$ cat config.mk
export PLATFORM = sky130hd
export DESIGN_NAME = gamepad_nav_autorepeat_top
export DESIGN_NICKNAME = d
export VERILOG_FILES = /design/src/gnav_pkg.sv /design/src/gnav_time_unit.sv /design/src/gnav_out.sv /design/src/gnav_ctrl.sv /design/src/gamepad_nav_autorepeat_top.sv
export SDC_FILE = /design/constraint.sdc
export NUM_CORES = 1
export LEC_CHECK = 0
export BUFFER_PORTS_ARGS = -buffer_cell sky130_fd_sc_hd__buf_2
export CAP_MARGIN = 20
export CORE_ASPECT_RATIO = 0.7
export CORE_UTILIZATION = 50
export CTS_CLUSTER_SIZE = 12
export DETAILED_ROUTE_END_ITERATION = 12
export PLACE_DENSITY = 0.68
export REMOVE_ABC_BUFFERS = 1
export SLEW_MARGIN = 20
export SYNTH_ARGS = -nofsm -noshare
export SYNTH_HDL_FRONTEND = slang
export SYNTH_SLANG_ARGS = --single-unit
$ cat constraint.sdc
create_clock -name clk -period 9.4 [get_ports clk]
set_clock_uncertainty 0.1 [all_clocks]
set_input_delay 0.47 -clock clk [delete_from_list [all_inputs] [get_ports clk]]
set_output_delay 0.47 -clock clk [all_outputs]
set_load 0.1 [all_outputs]
$ cat src/gnav_pkg.sv
// shared types, codes and helper functions for the gamepad navigation block
package gnav_pkg;

	localparam logic [1:0] CMD_TICK    = 2'd0;
	localparam logic [1:0] CMD_PRESS   = 2'd1;
	localparam logic [1:0] CMD_RELEASE = 2'd2;
	localparam logic [1:0] CMD_RESUME  = 2'd3;

	localparam logic [1:0] CFG_SWAP    = 2'd0;
	localparam logic [1:0] CFG_UI_NAV  = 2'd1;
	localparam logic [1:0] CFG_ACT_THR = 2'd2;
	localparam logic [1:0] CFG_REL_THR = 2'd3;

	localparam logic [14:0] ACT_THR_RESET = 15'd20000;
	localparam logic [14:0] REL_THR_RESET = 15'd16000;

	localparam logic [2:0] DIR_NONE  = 3'd0;
	localparam logic [2:0] DIR_UP    = 3'd1;
	localparam logic [2:0] DIR_DOWN  = 3'd2;
	localparam logic [2:0] DIR_LEFT  = 3'd3;
	localparam logic [2:0] DIR_RIGHT = 3'd4;

	localparam logic [3:0] BTN_A      = 4'd0;
	localparam logic [3:0] BTN_B      = 4'd1;
	localparam logic [3:0] BTN_X      = 4'd2;
	localparam logic [3:0] BTN_Y      = 4'd3;
	localparam logic [3:0] BTN_START  = 4'd4;
	localparam logic [3:0] BTN_LSHLD  = 4'd5;
	localparam logic [3:0] BTN_RSHLD  = 4'd6;
	localparam logic [3:0] BTN_DUP    = 4'd7;
	localparam logic [3:0] BTN_DDOWN  = 4'd8;
	localparam logic [3:0] BTN_DLEFT  = 4'd9;
	localparam logic [3:0] BTN_DRIGHT = 4'd10;
	localparam logic [3:0] BTN_OTHER  = 4'd11;

	localparam logic [3:0] KC_UP       = 4'd0;
	localparam logic [3:0] KC_DOWN     = 4'd1;
	localparam logic [3:0] KC_LEFT     = 4'd2;
	localparam logic [3:0] KC_RIGHT    = 4'd3;
	localparam logic [3:0] KC_TAB      = 4'd4;
	localparam logic [3:0] KC_BACKTAB  = 4'd5;
	localparam logic [3:0] KC_SPACE    = 4'd6;
	localparam logic [3:0] KC_RETURN   = 4'd7;
	localparam logic [3:0] KC_ESCAPE   = 4'd8;
	localparam logic [3:0] KC_MENU     = 4'd9;
	localparam logic [3:0] KC_SETTINGS = 4'd10;
	localparam logic [3:0] KC_PGUP     = 4'd11;
	localparam logic [3:0] KC_PGDN     = 4'd12;

	localparam logic [31:0] HOLD_SHORT = 32'd400;
	localparam logic [31:0] HOLD_LONG  = 32'd1600;
	localparam logic [8:0]  DELAY_SLOW = 9'd400;
	localparam logic [8:0]  DELAY_MID  = 9'd150;
	localparam logic [8:0]  DELAY_FAST = 9'd75;

	typedef struct packed {
		logic       valid;
		logic [3:0] key;
		logic       press;
		logic       flush;
	} gnav_emit_t;

	typedef struct packed {
		logic rdy;
		logic pend_v;
	} gnav_ostat_t;

	typedef struct packed {
		logic        load;
		logic [31:0] now;
		logic [31:0] t;
	} gnav_unit_req_t;

	function automatic logic [3:0] dir_key(input logic [2:0] dir, input logic ui);
		logic [3:0] k;
		k = KC_RIGHT;
		unique case (dir)
			DIR_UP:   k = ui ? KC_BACKTAB : KC_UP;
			DIR_DOWN: k = ui ? KC_TAB : KC_DOWN;
			DIR_LEFT: k = KC_LEFT;
			default:  k = KC_RIGHT;
		endcase
		return k;
	endfunction

	function automatic logic [8:0] repeat_delay(input logic [31:0] held);
		logic [8:0] d;
		if (held < HOLD_SHORT) d = DELAY_SLOW;
		else if (held < HOLD_LONG) d = DELAY_MID;
		else d = DELAY_FAST;
		return d;
	endfunction

endpackage

$ cat src/gnav_time_unit.sv
// shared time unit: one wrapping subtractor, hold register and repeat compare
module gnav_time_unit
	import gnav_pkg::*;
(
	input  logic           clk,
	input  gnav_unit_req_t req,
	output logic           due
);

	logic [31:0] diff;
	logic [31:0] hold_q;

	assign diff = req.now - req.t;
	assign due  = diff >= {23'd0, repeat_delay(hold_q)};

	always_ff @(posedge clk) begin
		if (req.load) begin
			hold_q <= diff;
		end
	end

endmodule

$ cat src/gnav_out.sv
// result staging: one pending item and the output register, marks the last item
module gnav_out
	import gnav_pkg::*;
(
	input  logic        clk,
	input  logic        arst_n,
	input  gnav_emit_t  emit,
	output gnav_ostat_t ostat,
	output logic        out_valid,
	input  logic        out_stall,
	output logic [3:0]  key,
	output logic        is_press,
	output logic        last
);

	logic       out_v_q;
	logic [3:0] out_key_q;
	logic       out_press_q;
	logic       out_last_q;
	logic       pend_v_q;
	logic [3:0] pend_key_q;
	logic       pend_press_q;
	logic       out_free;
	logic       rdy;
	logic       push;
	logic       take_emit;

	assign out_free  = !out_v_q || !out_stall;
	assign rdy       = !pend_v_q || out_free;
	assign take_emit = emit.valid && rdy;
	assign push      = pend_v_q && out_free && (emit.valid || emit.flush);

	assign ostat.rdy    = rdy;
	assign ostat.pend_v = pend_v_q;

	assign out_valid = out_v_q;
	assign key       = out_key_q;
	assign is_press  = out_press_q;
	assign last      = out_last_q;

	always_ff @(posedge clk or negedge arst_n) begin
		if (!arst_n) begin
			out_v_q  <= 1'b0;
			pend_v_q <= 1'b0;
		end else begin
			if (push) begin
				out_v_q <= 1'b1;
			end else if (!out_stall) begin
				out_v_q <= 1'b0;
			end
			if (take_emit) begin
				pend_v_q <= 1'b1;
			end else if (push) begin
				pend_v_q <= 1'b0;
			end
		end
	end

	always_ff @(posedge clk) begin
		if (push) begin
			out_key_q   <= pend_key_q;
			out_press_q <= pend_press_q;
			out_last_q  <= !emit.valid;
		end
		if (take_emit) begin
			pend_key_q   <= emit.key;
			pend_press_q <= emit.press;
		end
	end

endmodule

$ cat src/gnav_ctrl.sv
// sequencer: config registers, stick and d-pad state, channel walk per item
module gnav_ctrl
	import gnav_pkg::*;
(
	input  logic                clk,
	input  logic                arst_n,
	input  logic                in_valid,
	output logic                in_stall,
	input  logic [1:0]          cmd,
	input  logic [31:0]         now_ms,
	input  logic signed [15:0]  stick_x,
	input  logic signed [15:0]  stick_y,
	input  logic [3:0]          button,
	input  logic [3:0]          dpad_mask,
	input  logic                cfg_valid,
	output logic                cfg_ready,
	input  logic [1:0]          cfg_index,
	input  logic [14:0]         cfg_data,
	output gnav_unit_req_t      ureq,
	input  logic                due,
	output gnav_emit_t          emit,
	input  gnav_ostat_t         ostat
);

	localparam logic [3:0] ST_IDLE   = 4'd0;
	localparam logic [3:0] ST_STICK  = 4'd1;
	localparam logic [3:0] ST_HELD   = 4'd2;
	localparam logic [3:0] ST_CHECK  = 4'd3;
	localparam logic [3:0] ST_PRESS  = 4'd4;
	localparam logic [3:0] ST_REL    = 4'd5;
	localparam logic [3:0] ST_BUTTON = 4'd6;
	localparam logic [3:0] ST_RESUME = 4'd7;
	localparam logic [3:0] ST_FLUSH  = 4'd8;

	localparam logic [2:0] CH_STICK = 3'd0;
	localparam logic [2:0] CH_FIRST = 3'd1;
	localparam logic [2:0] CH_LAST  = 3'd4;

	logic [3:0]  st_q;
	logic [2:0]  ch_q;
	logic [2:0]  sdir_q;
	logic [3:0]  dpad_held_q;
	logic        swap_q;
	logic        ui_q;
	logic [14:0] act_q;
	logic [14:0] rel_q;

	logic [1:0]         cmd_q;
	logic [31:0]        now_q;
	logic signed [15:0] x_q;
	logic signed [15:0] y_q;
	logic [3:0]         button_q;
	logic [3:0]         mask_q;
	logic [31:0]        since_q [0:4];
	logic [31:0]        fire_q [0:4];

	logic               accept;
	logic [1:0]         dch;
	logic [2:0]         cur_dir;
	logic [2:0]         dir_new;
	logic               kept;
	logic signed [16:0] x17;
	logic signed [16:0] y17;
	logic signed [16:0] act17;
	logic signed [16:0] rel17;
	logic [3:0]         bsel;
	logic               btn_emit;
	logic [3:0]         btn_key;
	logic               btn_dpad;
	logic [1:0]         btn_d;
	logic [3:0]         bsub;
	logic               btn_go;
	logic [4:0]         since_we;
	logic [4:0]         fire_we;
	logic [31:0]        stamp;

	assign accept    = (st_q == ST_IDLE) && in_valid;
	assign in_stall  = st_q != ST_IDLE;
	assign cfg_ready = 1'b1;
	assign dch       = 2'(ch_q - CH_FIRST);
	assign cur_dir   = (ch_q == CH_STICK) ? sdir_q : ch_q;
	assign stamp     = (st_q == ST_IDLE) ? now_ms : now_q;

	// stick direction with hysteresis
	always_comb begin
		x17   = {x_q[15], x_q};
		y17   = {y_q[15], y_q};
		act17 = {2'b00, act_q};
		rel17 = {2'b00, rel_q};
		kept  = 1'b0;
		unique case (sdir_q)
			DIR_NONE:  kept = 1'b0;
			DIR_UP:    kept = y17 < -rel17;
			DIR_DOWN:  kept = y17 > rel17;
			DIR_LEFT:  kept = x17 < -rel17;
			default:   kept = x17 > rel17;
		endcase
		if (kept) dir_new = sdir_q;
		else if (y17 < -act17) dir_new = DIR_UP;
		else if (y17 > act17) dir_new = DIR_DOWN;
		else if (x17 < -act17) dir_new = DIR_LEFT;
		else if (x17 > act17) dir_new = DIR_RIGHT;
		else dir_new = DIR_NONE;
	end

	// button decode
	always_comb begin
		bsel     = (swap_q && button_q < BTN_START) ? (button_q ^ 4'd1) : button_q;
		bsub     = bsel - BTN_DUP;
		btn_d    = bsub[1:0];
		btn_dpad = 1'b0;
		btn_emit = 1'b1;
		btn_key  = KC_SETTINGS;
		unique case (bsel)
			BTN_A:      btn_key = ui_q ? KC_SPACE : KC_RETURN;
			BTN_B:      btn_key = KC_ESCAPE;
			BTN_X:      btn_key = KC_MENU;
			BTN_Y, BTN_START: btn_key = KC_SETTINGS;
			BTN_LSHLD: begin
				btn_key  = KC_PGUP;
				btn_emit = ui_q;
			end
			BTN_RSHLD: begin
				btn_key  = KC_PGDN;
				btn_emit = ui_q;
			end
			BTN_DUP, BTN_DDOWN, BTN_DLEFT, BTN_DRIGHT: begin
				btn_dpad = 1'b1;
				btn_key  = dir_key(3'({1'b0, btn_d}) + 3'd1, ui_q);
			end
			default:    btn_emit = 1'b0;
		endcase
		btn_go = !btn_emit || ostat.rdy;
	end

	// shared unit request and result emission
	always_comb begin
		ureq.load = st_q == ST_HELD;
		ureq.now  = now_q;
		ureq.t    = (st_q == ST_HELD) ? since_q[ch_q] : fire_q[ch_q];
		emit      = '0;
		unique case (st_q)
			ST_PRESS: begin
				emit.valid = 1'b1;
				emit.key   = dir_key(cur_dir, ui_q);
				emit.press = 1'b1;
			end
			ST_REL: begin
				emit.valid = 1'b1;
				emit.key   = dir_key(cur_dir, ui_q);
			end
			ST_BUTTON: begin
				emit.valid = btn_emit;
				emit.key   = btn_key;
				emit.press = cmd_q == CMD_PRESS;
			end
			ST_RESUME: begin
				emit.valid = mask_q[dch];
				emit.key   = dir_key(ch_q, ui_q);
				emit.press = 1'b1;
			end
			ST_FLUSH:  emit.flush = 1'b1;
			default:   emit = '0;
		endcase
	end

	// time stamp write enables
	always_comb begin
		since_we = '0;
		fire_we  = '0;
		if (accept && cmd == CMD_RESUME) begin
			since_we = {dpad_mask, 1'b0};
			fire_we  = {dpad_mask, 1'b0};
		end
		unique case (st_q)
			ST_STICK: begin
				since_we[0] = dir_new != sdir_q;
				fire_we[0]  = (dir_new != sdir_q) && (dir_new != DIR_NONE);
			end
			ST_CHECK: fire_we[ch_q] = due;
			ST_BUTTON: begin
				if (btn_dpad && cmd_q == CMD_PRESS && btn_go) begin
					since_we[3'({1'b0, btn_d}) + 3'd1] = 1'b1;
					fire_we[3'({1'b0, btn_d}) + 3'd1]  = 1'b1;
				end
			end
			default: ;
		endcase
	end

	always_ff @(posedge clk) begin
		if (accept) begin
			cmd_q    <= cmd;
			now_q    <= now_ms;
			x_q      <= stick_x;
			y_q      <= stick_y;
			button_q <= button;
			mask_q   <= dpad_mask;
		end
		for (int i = 0; i < 5; i++) begin
			if (since_we[i]) since_q[i] <= stamp;
			if (fire_we[i]) fire_q[i] <= stamp;
		end
	end

	always_ff @(posedge clk or negedge arst_n) begin
		if (!arst_n) begin
			st_q        <= ST_IDLE;
			ch_q        <= CH_STICK;
			sdir_q      <= DIR_NONE;
			dpad_held_q <= '0;
			swap_q      <= 1'b0;
			ui_q        <= 1'b0;
			act_q       <= ACT_THR_RESET;
			rel_q       <= REL_THR_RESET;
		end else begin
			if (cfg_valid && cfg_ready) begin
				unique case (cfg_index)
					CFG_SWAP:    swap_q <= cfg_data[0];
					CFG_UI_NAV:  ui_q   <= cfg_data[0];
					CFG_ACT_THR: act_q  <= cfg_data;
					CFG_REL_THR: rel_q  <= cfg_data;
				endcase
			end
			unique case (st_q)
				ST_IDLE: begin
					if (in_valid) begin
						unique case (cmd)
							CMD_TICK: begin
								ch_q <= CH_STICK;
								st_q <= ST_STICK;
							end
							CMD_PRESS, CMD_RELEASE: st_q <= ST_BUTTON;
							CMD_RESUME: begin
								sdir_q      <= DIR_NONE;
								dpad_held_q <= dpad_mask;
								ch_q        <= CH_FIRST;
								st_q        <= ST_RESUME;
							end
						endcase
					end
				end
				ST_STICK: begin
					if (dir_new != sdir_q) begin
						sdir_q <= dir_new;
						if (dir_new != DIR_NONE) begin
							st_q <= ST_PRESS;
						end else begin
							ch_q <= CH_FIRST;
							st_q <= ST_HELD;
						end
					end else begin
						if (dir_new == DIR_NONE) ch_q <= CH_FIRST;
						st_q <= ST_HELD;
					end
				end
				ST_HELD: begin
					if (ch_q != CH_STICK && !dpad_held_q[dch]) begin
						if (ch_q == CH_LAST) st_q <= ST_FLUSH;
						else ch_q <= ch_q + 3'd1;
					end else begin
						st_q <= ST_CHECK;
					end
				end
				ST_CHECK: begin
					if (due) begin
						st_q <= ST_PRESS;
					end else if (ch_q == CH_LAST) begin
						st_q <= ST_FLUSH;
					end else begin
						ch_q <= ch_q + 3'd1;
						st_q <= ST_HELD;
					end
				end
				ST_PRESS: begin
					if (ostat.rdy) st_q <= ST_REL;
				end
				ST_REL: begin
					if (ostat.rdy) begin
						if (ch_q == CH_LAST) begin
							st_q <= ST_FLUSH;
						end else begin
							ch_q <= ch_q + 3'd1;
							st_q <= ST_HELD;
						end
					end
				end
				ST_BUTTON: begin
					if (btn_go) begin
						if (btn_dpad) dpad_held_q[btn_d] <= cmd_q == CMD_PRESS;
						st_q <= ST_FLUSH;
					end
				end
				ST_RESUME: begin
					if (!mask_q[dch] || ostat.rdy) begin
						if (ch_q == CH_LAST) st_q <= ST_FLUSH;
						else ch_q <= ch_q + 3'd1;
					end
				end
				ST_FLUSH: begin
					if (ostat.rdy) st_q <= ST_IDLE;
				end
				default: st_q <= ST_IDLE;
			endcase
		end
	end

endmodule

$ cat src/gamepad_nav_autorepeat_top.sv
// top level of the gamepad navigation key generator with autorepeat
//
// input channel: in_valid/in_stall with cmd, now_ms, stick_x, stick_y, button,
// dpad_mask; an item is taken when in_valid is high and in_stall is low.
// output channel: out_valid/out_stall with key, is_press, last; last marks
// the final result of an item. an item with no result produces nothing.
// config channel: cfg_valid/cfg_ready with cfg_index and cfg_data, write
// only while no item is in flight.
// items are handled one at a time by a sequencer that walks the stick and
// the four d-pad channels through one shared subtract and compare unit.
// a tick checks the stick and each held d-pad channel and emits a press and
// a release for each direction that fires; a resume presses each masked
// channel. the sequencer waits only while the output side stalls.
// one result is held back in a pending stage so last can be set; it moves
// to the output register when the next result is made or the item ends.
// a stalled output stops the sequencer, nothing is lost.
// reset clears the stick direction, the held d-pad flags and the output and
// pending valid flags, and loads the config registers with their defaults.
module gamepad_nav_autorepeat_top
	import gnav_pkg::*;
(
	input  logic               clk,
	input  logic               arst_n,
	input  logic               in_valid,
	output logic               in_stall,
	input  logic [1:0]         cmd,
	input  logic [31:0]        now_ms,
	input  logic signed [15:0] stick_x,
	input  logic signed [15:0] stick_y,
	input  logic [3:0]         button,
	input  logic [3:0]         dpad_mask,
	output logic               out_valid,
	input  logic               out_stall,
	output logic [3:0]         key,
	output logic               is_press,
	output logic               last,
	input  logic               cfg_valid,
	output logic               cfg_ready,
	input  logic [1:0]         cfg_index,
	input  logic [14:0]        cfg_data
);

	gnav_unit_req_t ureq;
	logic           due;
	gnav_emit_t     emit;
	gnav_ostat_t    ostat;

	gnav_ctrl u_ctrl (
		.clk       (clk),
		.arst_n    (arst_n),
		.in_valid  (in_valid),
		.in_stall  (in_stall),
		.cmd       (cmd),
		.now_ms    (now_ms),
		.stick_x   (stick_x),
		.stick_y   (stick_y),
		.button    (button),
		.dpad_mask (dpad_mask),
		.cfg_valid (cfg_valid),
		.cfg_ready (cfg_ready),
		.cfg_index (cfg_index),
		.cfg_data  (cfg_data),
		.ureq      (ureq),
		.due       (due),
		.emit      (emit),
		.ostat     (ostat)
	);

	gnav_time_unit u_time (
		.clk (clk),
		.req (ureq),
		.due (due)
	);

	gnav_out u_out (
		.clk       (clk),
		.arst_n    (arst_n),
		.emit      (emit),
		.ostat     (ostat),
		.out_valid (out_valid),
		.out_stall (out_stall),
		.key       (key),
		.is_press  (is_press),
		.last      (last)
	);

endmodule
Yosys cells after proc, flatten, opt, wreduce, memory -nomap -nowiden
Memory sizes are Yosys's and may differ from the RTL's.
Index checks and enable logic that the tools add are counted.
- output and inout port bits: 9
- memories kept: 2
- logic and storage cells: 263
- register bits after elaboration: 165
- bits in writable memories: 320
- memory list (memory ; depth ; width ; rd ports ; clocked after Yosys merged registers in ; wr ports ; line ; source):
    u_ctrl.fire_q ; 5 ; 32 ; 1 ; 0 ; 5 ; gnav_ctrl.sv:55 ; logic [31:0] fire_q [0:4];
    u_ctrl.since_q ; 5 ; 32 ; 1 ; 0 ; 4 ; gnav_ctrl.sv:54 ; logic [31:0] since_q [0:4];
- order comparisons: 19
- muxes and demuxes: 103
- add/subtract/negate cells: 7
- eq/ne operators: 54
- bitwise logic cells: 2
- reductions and logical operators: 54
- operator list (operator ; count):
    $mux W32 ; 3
    $mux W3 ; 23
    $lt A16 B17 Y1 ; 4
    $gt A16 B16 Y1 ; 4
    $mux W4 ; 15
    $pmux W4 S3 ; 4
    $pmux W4 S9 ; 1
    $mux W1 ; 34
    $neg A15 Y17 ; 2
    $eq A4 B3 Y1 const B ; 8
    $ge A32 B9 Y1 ; 1
    $lt A32 B11 Y1 const B ; 1
    $lt A32 B9 Y1 const B ; 1
    $reduce_or A32 Y1 ; 1
    $sub A32 B32 Y32 ; 1
    $eq A3 B2 Y1 const B ; 8
    $pmux W4 S6 ; 1
    $pmux W3 S6 ; 1
    $eq A4 B2 Y1 const B ; 4
    $eq A4 B4 Y1 const B ; 4
    $ne A2 B1 Y1 const B ; 8
    $pmux W4 S2 ; 2
    $pmux W5 S3 ; 1
    $logic_and A1 B1 Y1 ; 13
    49 further kinds ; 94

Logic depth before layout (Yosys ltp)
- word-level depth: 16
- gate-level depth with buffers: 26

Hierarchy
From an unflattened synthesis, not the netlist that was laid out.
- cells, all modules: 2037
- area, all modules: 24766.3 um^2
- by module, submodules not included (module ; seq. area each (um^2) ; times used ; cells each ; area an instance (um^2)):
    gnav_ctrl ; 12996.2 ; 1 ; 1673 ; 21378.0
    gnav_time_unit ; 840.8 ; 1 ; 340 ; 2950.3
    gnav_out ; 380.4 ; 1 ; 24 ; 437.9

Least setup slack after synthesis
No wires, ideal clock.
- kind: reg2reg
- from: register u_ctrl.ch_q[0]
- to: memory u_ctrl.fire_q[0][0], enable pin
- slack: 2.627 ns
- path buffers: 3
- arrival time: 6.267 ns
- setup time: 0.406 ns
- required time: 8.894 ns
- period minus slack after synthesis: 6.773 ns
- stages on the path, launching flop included: 23
- path through: dfrtp_1 -> buf_6 -> clkbuf_1 -> buf_1 -> mux4_2 -> nand2_1 -> nand3_1 -> o21ai_0 -> ha_1 -> a21o_1 -> a21oi_1 -> nand2_1 -> a21o_1 -> a21oi_1 -> xnor2_1 -> ha_1 -> a2111o_1 -> o32ai_1 -> and4bb_1 -> or4b_4 -> nor4_4 -> a31oi_2 -> a311o_1
- RTL lines (element ; line ; source):
    start: declaration ; gnav_ctrl.sv:40 ; logic [2:0] ch_q;
    start signal: assignment ; gnav_ctrl.sv:260 ; else ch_q <= ch_q + 3'd1;
    start signal: assignment ; gnav_ctrl.sv:271 ; ch_q <= ch_q + 3'd1;
    start signal: assignment ; gnav_ctrl.sv:283 ; ch_q <= ch_q + 3'd1;
    end: declaration ; gnav_ctrl.sv:55 ;

==> run summary <==
outcome: complete, no violations
fin worst setup slack: 1.78 ns
Worst Hold Launch: cfg_data[3]
flops & latches, synth: 481
router iterations before antenna repair: 5
power share of the combinational group: 48.1%
CP Launch Type: flop
antenna violations before repair: 1
Final Max Tran Viols: 0
Clock Path Buffers: 3
worst reg-to-reg path cell count: 20
drt initial violations: 2252
Yosys top cell by area: edfxtp_1
htree depth: 2
total power: 10.3 mW
top post-synthesis cells by count: edfxtp_1 (433), nand2_1 (230), ha_1 (179)
Tmin final: 7.62 ns
CP delay by family, top: compound AO/OA/AOI/OAI gates
DIE HEIGHT: 188 um
TritonCTS clock tree: yes
Main synth FF type: edfxtp_1
design area: 28100 um2
Finished Layout Cells: 2831
final setup violation count: 0
I/O pins: 105
detailed-route DRC error count: 0
worst r2r src: u_ctrl.ch_q[0]
period utilization: 81.1%
Area contributors post-synth: edfxtp_1 (53%), ha_1 (9.1%), dfrtp_1 (3.8%)
Via-to-Cell Ratio: 6.08
synth warn: 0
clock sinks: 481
area post-placement: 25800 um2
vias: 17200
num rows: 67
Pint: 5.90 mW
worst-margin pin slew: 1.14 ns
Fin Hold WS: 0.0243 ns
Seq pwr share: 33.4%
final core occ: 58.3%
crit end category: flop
CP max stage delay: 0.82 ns
Max Cap Viol: 0
Initial Util: 51.0%
Seq/Total Area, Yosys: 57.8%
hold path endpoint: u_ctrl.rel_q[3]
vias in the first global route: 16700
post_cts resized: 0
clock share of power: 18.4%
DR WL/cell: 24.0 um
Post-Route WL: 67.9 mm
synthesized cell area: 24600 um2
Switching Share: 42.5%
hold depth: 2
placed insts: 2669
P_sw: 4.37 mW
worst-path fanout max: 32
placed wire-length estimate: 46.3 mm
TNS Setup: 0 ns
max frequency: 131 MHz
Critical Path AT: 7.73 ns
pin count of the biggest net entering global routing: 90
Buf+Inv Stages, Crit Path: 1
Max-slew headroom: 23.9%
root buffer cell: clkbuf_16
total gr overflow: 0
CP Class: flop to flop
postcts setup bufs: 0
count leader, synth: edfxtp_1
share of cells above drive strength 1: 13.3%
Post-synth ARST share: 9.98%
Clock Latency Late Sink: 0.64 ns
Area Growth Syn to Fin: 14.4%
ant diodes: 0
I/O Buffers: 103
Die ar.: 50100 um2
WP data required: 9.51 ns
Worst-path clk slew: 0.07 ns
core area: 48200 um2
gpl congestion: 0.961
Worst path slowest cell: a311o_2
share of the synthesized area in the top cell type: 52.9%
reg2reg end: u_ctrl.fire_q[0][4]
power density over the cells: 365 nW/um2
RSZ-0062 raised after global routing: false
register-to-register path setup slack: 1.78 ns
Final Hold Fails: 0
Avg Inst Size Synth: 12.5 um2
first-pass GRT wire length: 103 mm
Num CTS Buffers: 49
Hold Crit Class: primary input to flop
leakage: 10.5 nW
CP cell instances: clkinv_1 > nor3_2 > a22oi_1 > o21ai_0 > o21ai_0 > ha_1 > a21o_1 > a21oi_1 > nand2_1 > a21o_1 > a21oi_1 > xnor2_1 > ha_1 > a2111o_1 > o32ai_1 > and4bb_1 > or4b_4 > nor4_4 > a31oi_2 > a311o_2
die width: 267 um
CTS Hold Bufs: 81
Synth cell types: 90
Place WS: 1.86 ns
Post-synth EDFFs: 433
Post-Syn Instances: 1968
gr usage total: 27.5%
Post-DRT Antenna Nets: 0
final-stage net count: 2422
VDD IR max: 0.204 mV
## layout make-up
cell class                      instances  area [um2]
Clock buffer                           69        1310
Clock inverter                         12         208
Fill cell                            3882       20100
Inverter                               65         244
Multi-Input combinational cell       1345        9840
Sequential cell                       481       14200
Tap cell                              655         820
Timing Repair Buffer                  204        1480
## cell families (layout without fill, tap and decap cells)
kind of cell	count (synthesis)	count (layout)	synth area share, %
AO/OA/AOI/OAI	447	447	11.5
XOR/XNOR	52	52	1.88
adder cells (fa/ha/maj)	180	180	9.19
buffers and inverters	142	350	2.28
flip-flops	481	481	57.8
multiplexers	114	114	6.56
other	1	1	0.0153
AND/OR/NAND/NOR	551	551	10.7
## sequential cells by signal, summed over array words and instances (netlist names)
signal	count
u_ctrl.rel_q	15
u_ctrl.now_q	32
u_ctrl.dpad_held_q	4
u_ctrl.mask_q	4
u_ctrl.since_q	160
u_ctrl.act_q	15
u_ctrl.st_q	4
u_ctrl.sdir_q	3
u_ctrl.cmd_q	2
u_out.is_press	1
u_out.pend_key_q	4
u_out.pend_press_q	1
u_ctrl.button_q	4
u_ctrl.swap_q	1
u_ctrl.y_q	16
u_ctrl.ch_q	3
u_out.out_valid	1
u_out.key	4
u_ctrl.fire_q	160
u_ctrl.x_q	16
u_ctrl.ui_q	1
u_out.pend_v_q	1
u_time.hold_q	28
u_out.last	1
## worst max-delay path by stage
| stage | cells past startpoint | end | start |
|---|---|---|---|
| after global placement | 20 | u_ctrl.fire_q[0][20] | u_ctrl.ch_q[0] |
| final | 20 | u_ctrl.fire_q[0][4] | u_ctrl.ch_q[0] |
| after CTS | 20 | u_ctrl.fire_q[0][4] | u_ctrl.ch_q[0] |
| after global routing | 20 | u_ctrl.fire_q[0][4] | u_ctrl.ch_q[0] |
| after detailed placement | 20 | u_ctrl.fire_q[0][11] | u_ctrl.ch_q[0] |
| after floorplan | 20 | u_ctrl.fire_q[0][0] | u_ctrl.ch_q[0] |
## power by group through the flow
stage | combinational [mW] | sequential, mW | clock (mW)
2_1_floorplan | 3.22 | 3.50 | 0
3_3_place_gp | 4.70 | 3.46 | 0
3_5_place_dp | 4.79 | 3.47 | 0
4_1_cts | 4.84 | 3.43 | 1.93
5_1_grt | 5.40 | 3.47 | 2.00
6_report | 4.94 | 3.44 | 1.90
## layer usage
layer  global-route usage, %  vias to the layer above  part of all wire (%)
li1                        -                     7846                     -
met1                    42.1                     8489                    46
met2                    38.2                      776                    42
met3                    7.29                       91                    10
met4                    7.32                        2                   2.2
met5                   0.483                        -                 0.041
## placed cells by master, fill, tap and decap left out, drive strengths merged, types with 47 or more instances in the layout
cell and n:
nand2 231, o21ai 114, a21oi 136, edfxtp 433, nor2 110, clkbuf 69
ha 179, dlygate4sd3 81, mux2i 47, inv 64, buf 123
No activity file was read; power rests on OpenSTA's default activity.
